--- src/hw/rtl/stlc_pkg.sv ---
package stlc_pkg;

	localparam int unsigned IdW      = 29;
	localparam int unsigned LenW     = 4;
	localparam int unsigned PayloadW = 64;
	localparam int unsigned WordW    = 16;
	localparam int unsigned ByteW    = 8;
	localparam int unsigned HystW    = 15;
	localparam int unsigned CfgIdxW  = 3;

	localparam logic [ByteW-1:0] OPCODE_READ_ENCODER = 8'h90;
	localparam logic [ByteW-1:0] OPCODE_READ_STATUS1 = 8'h9A;
	localparam logic [ByteW-1:0] OPCODE_TORQUE       = 8'hA1;
	localparam logic [ByteW-1:0] OPCODE_STATUS_REPLY = 8'hA0;
	localparam logic [LenW-1:0]  MIN_FRAME_LEN       = 4'd8;

	localparam logic ACTION_RX = 1'b0;
	localparam logic ACTION_TX = 1'b1;

	typedef enum logic [CfgIdxW-1:0] {
		REG_MOTOR_ID     = 3'd0,
		REG_STEER_ZERO   = 3'd1,
		REG_STEER_LO     = 3'd2,
		REG_STEER_HI     = 3'd3,
		REG_RELEASE_BAND = 3'd4,
		REG_CMD_FLOOR    = 3'd5,
		REG_CMD_CEIL     = 3'd6
	} cfg_reg_t;

	typedef struct packed {
		logic        [IdW-1:0]   motor_id;
		logic        [WordW-1:0] steer_zero;
		logic signed [WordW-1:0] steer_lo;
		logic signed [WordW-1:0] steer_hi;
		logic        [HystW-1:0] release_band;
		logic signed [WordW-1:0] cmd_floor;
		logic signed [WordW-1:0] cmd_ceil;
	} cfg_t;

	typedef struct packed {
		logic                    action;
		logic        [IdW-1:0]   frame_id;
		logic        [LenW-1:0]  frame_len;
		logic [PayloadW-1:0]     frame_payload;
		logic signed [WordW-1:0] torque_request;
	} item_t;

	typedef struct packed {
		logic        [WordW-1:0] encoder_pos;
		logic signed [ByteW-1:0] temperature;
		logic signed [WordW-1:0] current;
		logic signed [WordW-1:0] speed;
		logic        [ByteW-1:0] error;
	} status_t;

endpackage

--- src/hw/rtl/steer_torque_limiter_can_frames.sv ---
// Chan | Handshake             | Fields
// -----+-----------------------+----------------------------------------------------------
// in   | in_valid / in_ready   | action, frame_id, frame_len, frame_payload, torque_request
// out  | out_valid / out_ready | accept/tx/limit flags, tx_payload, steer_value, *_now status
// cfg  | cfg_valid / cfg_ready | cfg_index, cfg_data, one register per write request
//
// Each accepted request goes through the input register, then the result register;
// one request per cycle sustained while out_ready holds, set by the single input register.
// Reset clears the configuration to its defaults, the stored status and the limit flag.
// A stalled result holds the result register; the input register still takes one
// request, after which in_ready drops until out_ready frees the result register.
// Configuration writes are taken every cycle (cfg_ready is tied high).
module steer_torque_limiter_can_frames (
	input  logic                                  clk,
	input  logic                                  arst_n,

	input  logic                                  in_valid,
	output logic                                  in_ready,
	input  logic                                  action,
	input  logic        [stlc_pkg::IdW-1:0]       frame_id,
	input  logic        [stlc_pkg::LenW-1:0]      frame_len,
	input  logic        [stlc_pkg::PayloadW-1:0]  frame_payload,
	input  logic signed [stlc_pkg::WordW-1:0]     torque_request,

	output logic                                  out_valid,
	input  logic                                  out_ready,
	output logic                                  frame_accepted,
	output logic                                  tx_valid,
	output logic        [stlc_pkg::PayloadW-1:0]  tx_payload,
	output logic                                  limit_active,
	output logic signed [stlc_pkg::WordW-1:0]     steer_value,
	output logic        [stlc_pkg::WordW-1:0]     encoder_now,
	output logic signed [stlc_pkg::ByteW-1:0]     temperature_now,
	output logic signed [stlc_pkg::WordW-1:0]     current_now,
	output logic signed [stlc_pkg::WordW-1:0]     speed_now,
	output logic        [stlc_pkg::ByteW-1:0]     error_now,

	input  logic                                  cfg_valid,
	output logic                                  cfg_ready,
	input  logic        [stlc_pkg::CfgIdxW-1:0]   cfg_index,
	input  logic        [stlc_pkg::IdW-1:0]       cfg_data
);

	stlc_pkg::cfg_t    cfg;
	stlc_pkg::item_t   item_s1;
	stlc_pkg::status_t st;
	logic              valid_s1;
	logic              advance;
	logic              fire_rx;
	logic              fire_tx;
	logic              accepted;
	logic [stlc_pkg::WordW-1:0]    encoder_next;
	logic [stlc_pkg::PayloadW-1:0] torque_frame;
	logic                          limited;
	logic signed [16:0]            steer_raw;
	logic signed [stlc_pkg::WordW-1:0] steer_d;

	logic                              out_valid_q;
	logic                              frame_accepted_q;
	logic                              tx_valid_q;
	logic [stlc_pkg::PayloadW-1:0]     tx_payload_q;
	logic signed [stlc_pkg::WordW-1:0] steer_q;

	// configuration registers, written whenever a write request shows up
	assign cfg_ready = 1'b1;

	stlc_cfg_regs u_cfg (
		.clk      (clk),
		.arst_n   (arst_n),
		.wr_en    (cfg_valid && cfg_ready),
		.wr_index (cfg_index),
		.wr_data  (cfg_data),
		.cfg      (cfg)
	);

	// advance the input register into the result register once the result slot is free
	assign advance  = valid_s1 && (!out_valid_q || out_ready);
	assign in_ready = !valid_s1 || advance;
	assign fire_rx  = advance && (item_s1.action == stlc_pkg::ACTION_RX);
	assign fire_tx  = advance && (item_s1.action == stlc_pkg::ACTION_TX);

	always_ff @(posedge clk or negedge arst_n) begin
		if (!arst_n) begin
			valid_s1 <= 1'b0;
		end else if (in_ready) begin
			valid_s1 <= in_valid;
		end
	end

	always_ff @(posedge clk) begin
		if (in_valid && in_ready) begin
			item_s1.action         <= action;
			item_s1.frame_id       <= frame_id;
			item_s1.frame_len      <= frame_len;
			item_s1.frame_payload  <= frame_payload;
			item_s1.torque_request <= torque_request;
		end
	end

	// received-frame path: id and length match, opcode decode into the status store
	stlc_rx_status u_rx (
		.clk          (clk),
		.arst_n       (arst_n),
		.fire         (fire_rx),
		.item         (item_s1),
		.motor_id     (cfg.motor_id),
		.accepted     (accepted),
		.encoder_next (encoder_next),
		.st           (st)
	);

	// torque path: limit flag, negation, clamp and command frame packing
	stlc_torque u_tq (
		.clk            (clk),
		.arst_n         (arst_n),
		.fire           (fire_tx),
		.cfg            (cfg),
		.encoder        (st.encoder_pos),
		.torque_request (item_s1.torque_request),
		.limited        (limited),
		.tx_payload     (torque_frame)
	);

	// steer angle after this request: center minus encoder, clamped to the angle bounds;
	// the lower bound is checked first, so it wins where both bounds are exceeded
	assign steer_raw = signed'({1'b0, cfg.steer_zero}) - signed'({1'b0, encoder_next});

	always_comb begin
		if (steer_raw < signed'({cfg.steer_lo[15], cfg.steer_lo})) begin
			steer_d = cfg.steer_lo;
		end else if (steer_raw > signed'({cfg.steer_hi[15], cfg.steer_hi})) begin
			steer_d = cfg.steer_hi;
		end else begin
			steer_d = steer_raw[15:0];
		end
	end

	// result register; drop valid once the result is taken
	always_ff @(posedge clk or negedge arst_n) begin
		if (!arst_n) begin
			out_valid_q <= 1'b0;
		end else if (advance) begin
			out_valid_q <= 1'b1;
		end else if (out_ready) begin
			out_valid_q <= 1'b0;
		end
	end

	always_ff @(posedge clk) begin
		if (advance) begin
			frame_accepted_q <= accepted;
			tx_valid_q       <= (item_s1.action == stlc_pkg::ACTION_TX);
			tx_payload_q     <= (item_s1.action == stlc_pkg::ACTION_TX) ? torque_frame : '0;
			steer_q          <= steer_d;
		end
	end

	// the status store and limit flag change only when a result is loaded, so they
	// already hold the after-request values while the result waits
	assign out_valid       = out_valid_q;
	assign frame_accepted  = frame_accepted_q;
	assign tx_valid        = tx_valid_q;
	assign tx_payload      = tx_payload_q;
	assign limit_active    = limited;
	assign steer_value     = steer_q;
	assign encoder_now     = st.encoder_pos;
	assign temperature_now = st.temperature;
	assign current_now     = st.current;
	assign speed_now       = st.speed;
	assign error_now       = st.error;

`ifndef NO_ASSERTIONS
	a_kind_exclusive: assert property (@(posedge clk) disable iff (!arst_n)
		out_valid_q |-> !(tx_valid_q && frame_accepted_q))
		else $error("result is both a sent command and an accepted frame");
	a_idle_tx_zero: assert property (@(posedge clk) disable iff (!arst_n)
		(out_valid_q && !tx_valid_q) |-> (tx_payload_q == '0))
		else $error("command bytes present on a frame result");
	a_tx_layout: assert property (@(posedge clk) disable iff (!arst_n)
		(out_valid_q && tx_valid_q) |-> (tx_payload_q[7:0] == stlc_pkg::OPCODE_TORQUE
			&& tx_payload_q[31:8] == '0 && tx_payload_q[63:48] == '0))
		else $error("command frame layout broken");
	a_hold_when_stalled: assert property (@(posedge clk) disable iff (!arst_n)
		(out_valid_q && !out_ready) |=> (out_valid_q && $stable(tx_payload_q)
			&& $stable(steer_q)))
		else $error("stalled result changed");
`endif

endmodule

--- src/hw/rtl/stlc_cfg_regs.sv ---
module stlc_cfg_regs (
	input  logic                             clk,
	input  logic                             arst_n,
	input  logic                             wr_en,
	input  logic [stlc_pkg::CfgIdxW-1:0]     wr_index,
	input  logic [stlc_pkg::IdW-1:0]         wr_data,
	output stlc_pkg::cfg_t                   cfg
);

	stlc_pkg::cfg_t cfg_q;

	always_ff @(posedge clk or negedge arst_n) begin
		if (!arst_n) begin
			cfg_q.motor_id     <= 29'd321;
			cfg_q.steer_zero   <= 16'h8000;
			cfg_q.steer_lo     <= -16'sd32768;
			cfg_q.steer_hi     <= 16'sd32767;
			cfg_q.release_band <= 15'd100;
			cfg_q.cmd_floor    <= -16'sd2048;
			cfg_q.cmd_ceil     <= 16'sd2048;
		end else if (wr_en) begin
			case (wr_index)
				stlc_pkg::REG_MOTOR_ID:     cfg_q.motor_id <= wr_data;
				stlc_pkg::REG_STEER_ZERO:   cfg_q.steer_zero <= wr_data[15:0];
				stlc_pkg::REG_STEER_LO:     cfg_q.steer_lo <= signed'(wr_data[15:0]);
				stlc_pkg::REG_STEER_HI:     cfg_q.steer_hi <= signed'(wr_data[15:0]);
				stlc_pkg::REG_RELEASE_BAND: cfg_q.release_band <= wr_data[14:0];
				stlc_pkg::REG_CMD_FLOOR:    cfg_q.cmd_floor <= signed'(wr_data[15:0]);
				stlc_pkg::REG_CMD_CEIL:     cfg_q.cmd_ceil <= signed'(wr_data[15:0]);
				default: ;
			endcase
		end
	end

	assign cfg = cfg_q;

endmodule

--- src/hw/rtl/stlc_rx_status.sv ---
module stlc_rx_status (
	input  logic                        clk,
	input  logic                        arst_n,
	input  logic                        fire,
	input  stlc_pkg::item_t             item,
	input  logic [stlc_pkg::IdW-1:0]    motor_id,
	output logic                        accepted,
	output logic [stlc_pkg::WordW-1:0]  encoder_next,
	output stlc_pkg::status_t           st
);

	stlc_pkg::status_t st_q;
	stlc_pkg::status_t st_d;
	logic [stlc_pkg::ByteW-1:0] op;
	logic upd;

	assign accepted = (item.action == stlc_pkg::ACTION_RX)
		&& (item.frame_id == motor_id)
		&& (item.frame_len >= stlc_pkg::MIN_FRAME_LEN);
	assign op  = item.frame_payload[7:0];
	assign upd = fire && accepted;

	// decode the reply opcode; unknown opcodes leave the status alone
	always_comb begin
		st_d = st_q;
		if (accepted) begin
			case (op)
				stlc_pkg::OPCODE_READ_ENCODER: begin
					st_d.encoder_pos = item.frame_payload[31:16];
				end
				stlc_pkg::OPCODE_STATUS_REPLY, stlc_pkg::OPCODE_TORQUE: begin
					st_d.temperature = signed'(item.frame_payload[15:8]);
					st_d.current     = signed'(item.frame_payload[31:16]);
					st_d.speed       = signed'(item.frame_payload[47:32]);
					st_d.encoder_pos = item.frame_payload[63:48];
				end
				stlc_pkg::OPCODE_READ_STATUS1: begin
					st_d.error = item.frame_payload[63:56];
				end
				default: ;
			endcase
		end
	end

	always_ff @(posedge clk or negedge arst_n) begin
		if (!arst_n) begin
			st_q <= '0;
		end else if (upd) begin
			st_q <= st_d;
		end
	end

	assign encoder_next = st_d.encoder_pos;
	assign st           = st_q;

`ifndef NO_ASSERTIONS
	a_hold_without_frame: assert property (@(posedge clk) disable iff (!arst_n)
		!upd |=> $stable(st_q))
		else $error("status changed without an accepted frame");
	a_reject_len: assert property (@(posedge clk) disable iff (!arst_n)
		(fire && item.frame_len < stlc_pkg::MIN_FRAME_LEN) |=> $stable(st_q))
		else $error("short frame changed status");
	a_torque_no_update: assert property (@(posedge clk) disable iff (!arst_n)
		(item.action == stlc_pkg::ACTION_TX) |-> !accepted)
		else $error("torque request taken as a frame");
`endif

endmodule

--- src/hw/rtl/stlc_torque.sv ---
module stlc_torque (
	input  logic                               clk,
	input  logic                               arst_n,
	input  logic                               fire,
	input  stlc_pkg::cfg_t                     cfg,
	input  logic        [stlc_pkg::WordW-1:0]  encoder,
	input  logic signed [stlc_pkg::WordW-1:0]  torque_request,
	output logic                               limited,
	output logic        [stlc_pkg::PayloadW-1:0] tx_payload
);

	logic                              limited_q;
	logic                              limited_d;
	logic signed [16:0]                pos;
	logic signed [17:0]                pos_w;
	logic signed [17:0]                min_w;
	logic signed [17:0]                max_w;
	logic signed [17:0]                lo_rel;
	logic signed [17:0]                hi_rel;
	logic                              release_ok;
	logic                              trip;
	logic signed [stlc_pkg::WordW-1:0] neg;
	logic signed [stlc_pkg::WordW-1:0] t0;
	logic signed [stlc_pkg::WordW-1:0] t1;
	logic signed [stlc_pkg::WordW-1:0] t2;

	assign pos    = signed'({1'b0, cfg.steer_zero}) - signed'({1'b0, encoder});
	assign pos_w  = {pos[16], pos};
	assign min_w  = {{2{cfg.steer_lo[15]}}, cfg.steer_lo};
	assign max_w  = {{2{cfg.steer_hi[15]}}, cfg.steer_hi};
	assign lo_rel = min_w + signed'({3'b000, cfg.release_band});
	assign hi_rel = max_w - signed'({3'b000, cfg.release_band});

	assign release_ok = (pos_w >= lo_rel) && (pos_w <= hi_rel);
	assign trip       = (pos_w < min_w) || (pos_w > max_w);
	assign limited_d  = limited_q ? !release_ok : trip;

	// flip the sign, wrapping the most negative request onto itself
	assign neg = -torque_request;
	assign t0  = limited_d ? '0 : neg;
	assign t1  = (t0 < cfg.cmd_floor) ? cfg.cmd_floor : t0;
	assign t2  = (t1 > cfg.cmd_ceil) ? cfg.cmd_ceil : t1;

	assign tx_payload = {16'h0000, t2, 24'h000000, stlc_pkg::OPCODE_TORQUE};

	always_ff @(posedge clk or negedge arst_n) begin
		if (!arst_n) begin
			limited_q <= 1'b0;
		end else if (fire) begin
			limited_q <= limited_d;
		end
	end

	assign limited = limited_q;

`ifndef NO_ASSERTIONS
	a_flag_only_on_torque: assert property (@(posedge clk) disable iff (!arst_n)
		!fire |=> $stable(limited_q))
		else $error("limit flag moved without a torque request");
	a_zero_when_limited: assert property (@(posedge clk) disable iff (!arst_n)
		limited_d |-> (t0 == '0))
		else $error("torque not forced to zero under limit");
	a_trip_needs_out_of_range: assert property (@(posedge clk) disable iff (!arst_n)
		(!limited_q && !trip) |-> !limited_d)
		else $error("limit set inside range");
`endif

endmodule

--- config.mk ---
export PLATFORM = sky130hd
export DESIGN_NAME = steer_torque_limiter_can_frames
export DESIGN_NICKNAME = d
export VERILOG_FILES = /design/src/hw/rtl/stlc_pkg.sv /design/src/hw/rtl/steer_torque_limiter_can_frames.sv /design/src/hw/rtl/stlc_cfg_regs.sv /design/src/hw/rtl/stlc_rx_status.sv /design/src/hw/rtl/stlc_torque.sv
export SDC_FILE = /design/constraint.sdc
export NUM_CORES = 1
export LEC_CHECK = 0
export BUFFER_PORTS_ARGS = -buffer_cell sky130_fd_sc_hd__buf_4
export CORE_MARGIN = 2
export CORE_UTILIZATION = 35
export DETAILED_ROUTE_END_ITERATION = 6
export GPL_ROUTABILITY_DRIVEN = 0
export GPL_TIMING_DRIVEN = 0
export PLACE_DENSITY = 0.65
export SYNTH_ARGS = -nofsm -noshare
export SYNTH_HDL_FRONTEND = slang
export SYNTH_HIERARCHICAL = 1
export SYNTH_SLANG_ARGS = --single-unit
--- constraint.sdc ---
create_clock -name clk -period 17.54 [get_ports clk]
set_input_delay 2.631 -clock clk [delete_from_list [all_inputs] [get_ports clk]]
set_output_delay 2.631 -clock clk [all_outputs]
set_load 0.03 [all_outputs]
==> results.json <==
{
  "status": "complete, but fails checks",
  "violations": "DRC",
  "clockBufferDepth": 3,
  "crit_path_top_delay_cell": "a21boi_0",
  "dieArea_mm2": 0.06793,
  "synth_area_mm2": 0.02305,
  "cts_tree": "done",
  "clkPwrFrac_pct": 25.5,
  "worst_hold_path_type": "flip-flop to flip-flop",
  "critPathKind": "flip-flop to flip-flop",
  "post-route-period-util_pct": 69.54,
  "worst-path-buf-inv": 4,
  "portBuffers": 295,
  "hold_path_startpoint": "item_s1[29]",
  "final_hold_viol_count": 0,
  "cp-start-kind": "flip-flop",
  "cp_max_fo": 10,
  "drive_above_1_share_pct": 28.50,
  "p_per_area_mw_per_mm2": 130.8,
  "postCtsHoldBufs": 0,
  "avgViaCountPerCell": 5.092,
  "instances_no_fill": 3328,
  "dp_hpwl_mm": 48.64,
  "drc": 2,
  "drt_iter0_drc": 940,
  "slew_headroom_pct": 26.65,
  "pre_cts_ws_ns": 5.479,
  "path_clk_slew_ns": 0.06,
  "max-cap-violations": 0,
  "endpoint_kind": "flip-flop",
  "synth_warnings": 6,
  "grt-ovfl-total": 0,
  "p_switching_mw": 1.390,
  "layout_commonest_cell": "buf_4",
  "vias": 16950,
  "drt-total-wl_mm": 63.49,
  "path_depth": 49,
  "vdd.ir_drop.worst_v": 0.00008683,
  "cts_resized": 0,
  "reg2reg_from": "u_rx/st[49]",
  "period_minus_slack_ns": 12.20,
  "cp.arrival_ns": 12.54,
  "ios": 301,
  "grt_pass1_vias": 17580,
  "fin_ws_ns": 5.343,
  "r2r_end": "tx_payload[32]",
  "synthToLayoutAreaGrowth_pct": 21.86,
  "ant_nets": 0,
  "layout_common_cells": "345 x buf_4, 210 x inv_1, 193 x edfxtp_1",
  "seqPwrFrac_pct": 32.6,
  "critPathMaxStageDelay_ns": 0.68,
  "grt_pass1_wl_mm": 97.79,
  "track_usage_pct": 18.58,
  "max_freq_ghz": 0.08198,
  "setup_viol": 0,
  "rr_worst_depth": 49,
  "clockRootBuffer": "clkbuf_16",
  "fin_util_pct": 42.88,
  "die_height_um": 260.6,
  "synth_area_per_cell_um2": 11.33,
  "grt_max_degree": 97,
  "whs_path_depth": 1,
  "placed_cells": 3242,
  "pwr-share-comb_pct": 41.9,
  "cts_max_level": 2,
  "tightest_slew_ns": 1.090,
  "initial_utilization_pct": 35.19,
  "min_to": "u_rx/st[45]",
  "synthCells": 2034,
  "drt-pass1-iter-count": 7,
  "skew_ns": 0.02570,
  "antenna_found_initial": 4,
  "p_leak_nw": 12.96,
  "slew_violations": 0,
  "core_mm2": 0.06551,
  "clk_latency_ns": 0.58,
  "cts_buffers": 44,
  "grt_setup_unrepaired": "false",
  "r2r_slack_ns": 5.34,
  "required_ns": 17.88,
  "die_width_um": 260.6,
  "crit_family": "compound AO/OA/AOI/OAI gates",
  "internal_power_mw": 2.284,
  "fin_tns_setup_ns": 0,
  "cts_setup_buffers": 0,
  "nets": 2761,
  "num_rows": 94,
  "clkSinkCount": 384,
  "holdWs_ns": 0.4610,
  "sw_frac_of_total_pct": 37.82,
  "wl_per_cell_um": 19.08
}
==> area by class of cell <==
cell class	count	area, um^2
fillers	6138	37420
multi-input cells	1381	11090
flip-flops and latches	384	10610
repair buffers	298	2305
clock buffers	54	1191
well taps	864	1081
inverters	210	788.3
plain buffers	105	743.2
clock inverters	28	274.0
diodes	4	10.01
==> per-layer routing <==
layer	wire length, um	up-vias	track usage (%)
met5	0	-	0
met3	4640	102	4.235
met1	25720	8230	22.40
met2	31240	565	32.73
met4	1889	0	5.968
li1	-	8049	-
==> how the worst max path moves through the flow <==
stage	start	endpoint	slack [ns]
2_1_floorplan	u_rx/st[49]	tx_payload[33]	7.90
3_5_place_dp	u_cfg/cfg[80]	tx_payload[32]	5.48
6_report	u_rx/st[49]	tx_payload[32]	5.34
3_3_place_gp	u_cfg/cfg[80]	tx_payload[32]	5.73
5_1_grt	u_rx/st[49]	tx_payload[42]	4.30
4_1_cts	u_rx/st[49]	tx_payload[32]	5.43
==> state kept, by name, indices dropped and copies added (netlist names) <==
signal,cells
u_cfg/cfg,124
item_s1,111
tx_payload,64
u_rx/st,64
steer_value,16
frame_accepted,1
out_valid,1
tx_valid,1
u_tq/limited,1
valid_s1,1
==> per-stage QoR <==
stage / cell area (um^2) / power [mW]
2_1_floorplan: 23220 / 2.285
3_3_place_gp: 26520 / 2.663
3_5_place_dp: 26620 / 2.727
4_1_cts: 28080 / 3.686
5_1_grt: 28080 / 3.913
6_report: 28090 / 3.674
==> power groups by stage <==
stage,Sequential [mW],Combinational (mW),Clock [mW]
after global routing,1.21,1.70,1.00
after global placement,1.21,1.45,0
final,1.20,1.54,0.937
after CTS,1.20,1.52,0.966
after floorplan,1.24,1.04,0
after detailed placement,1.21,1.51,0
(Power assumes the default switching activity.)
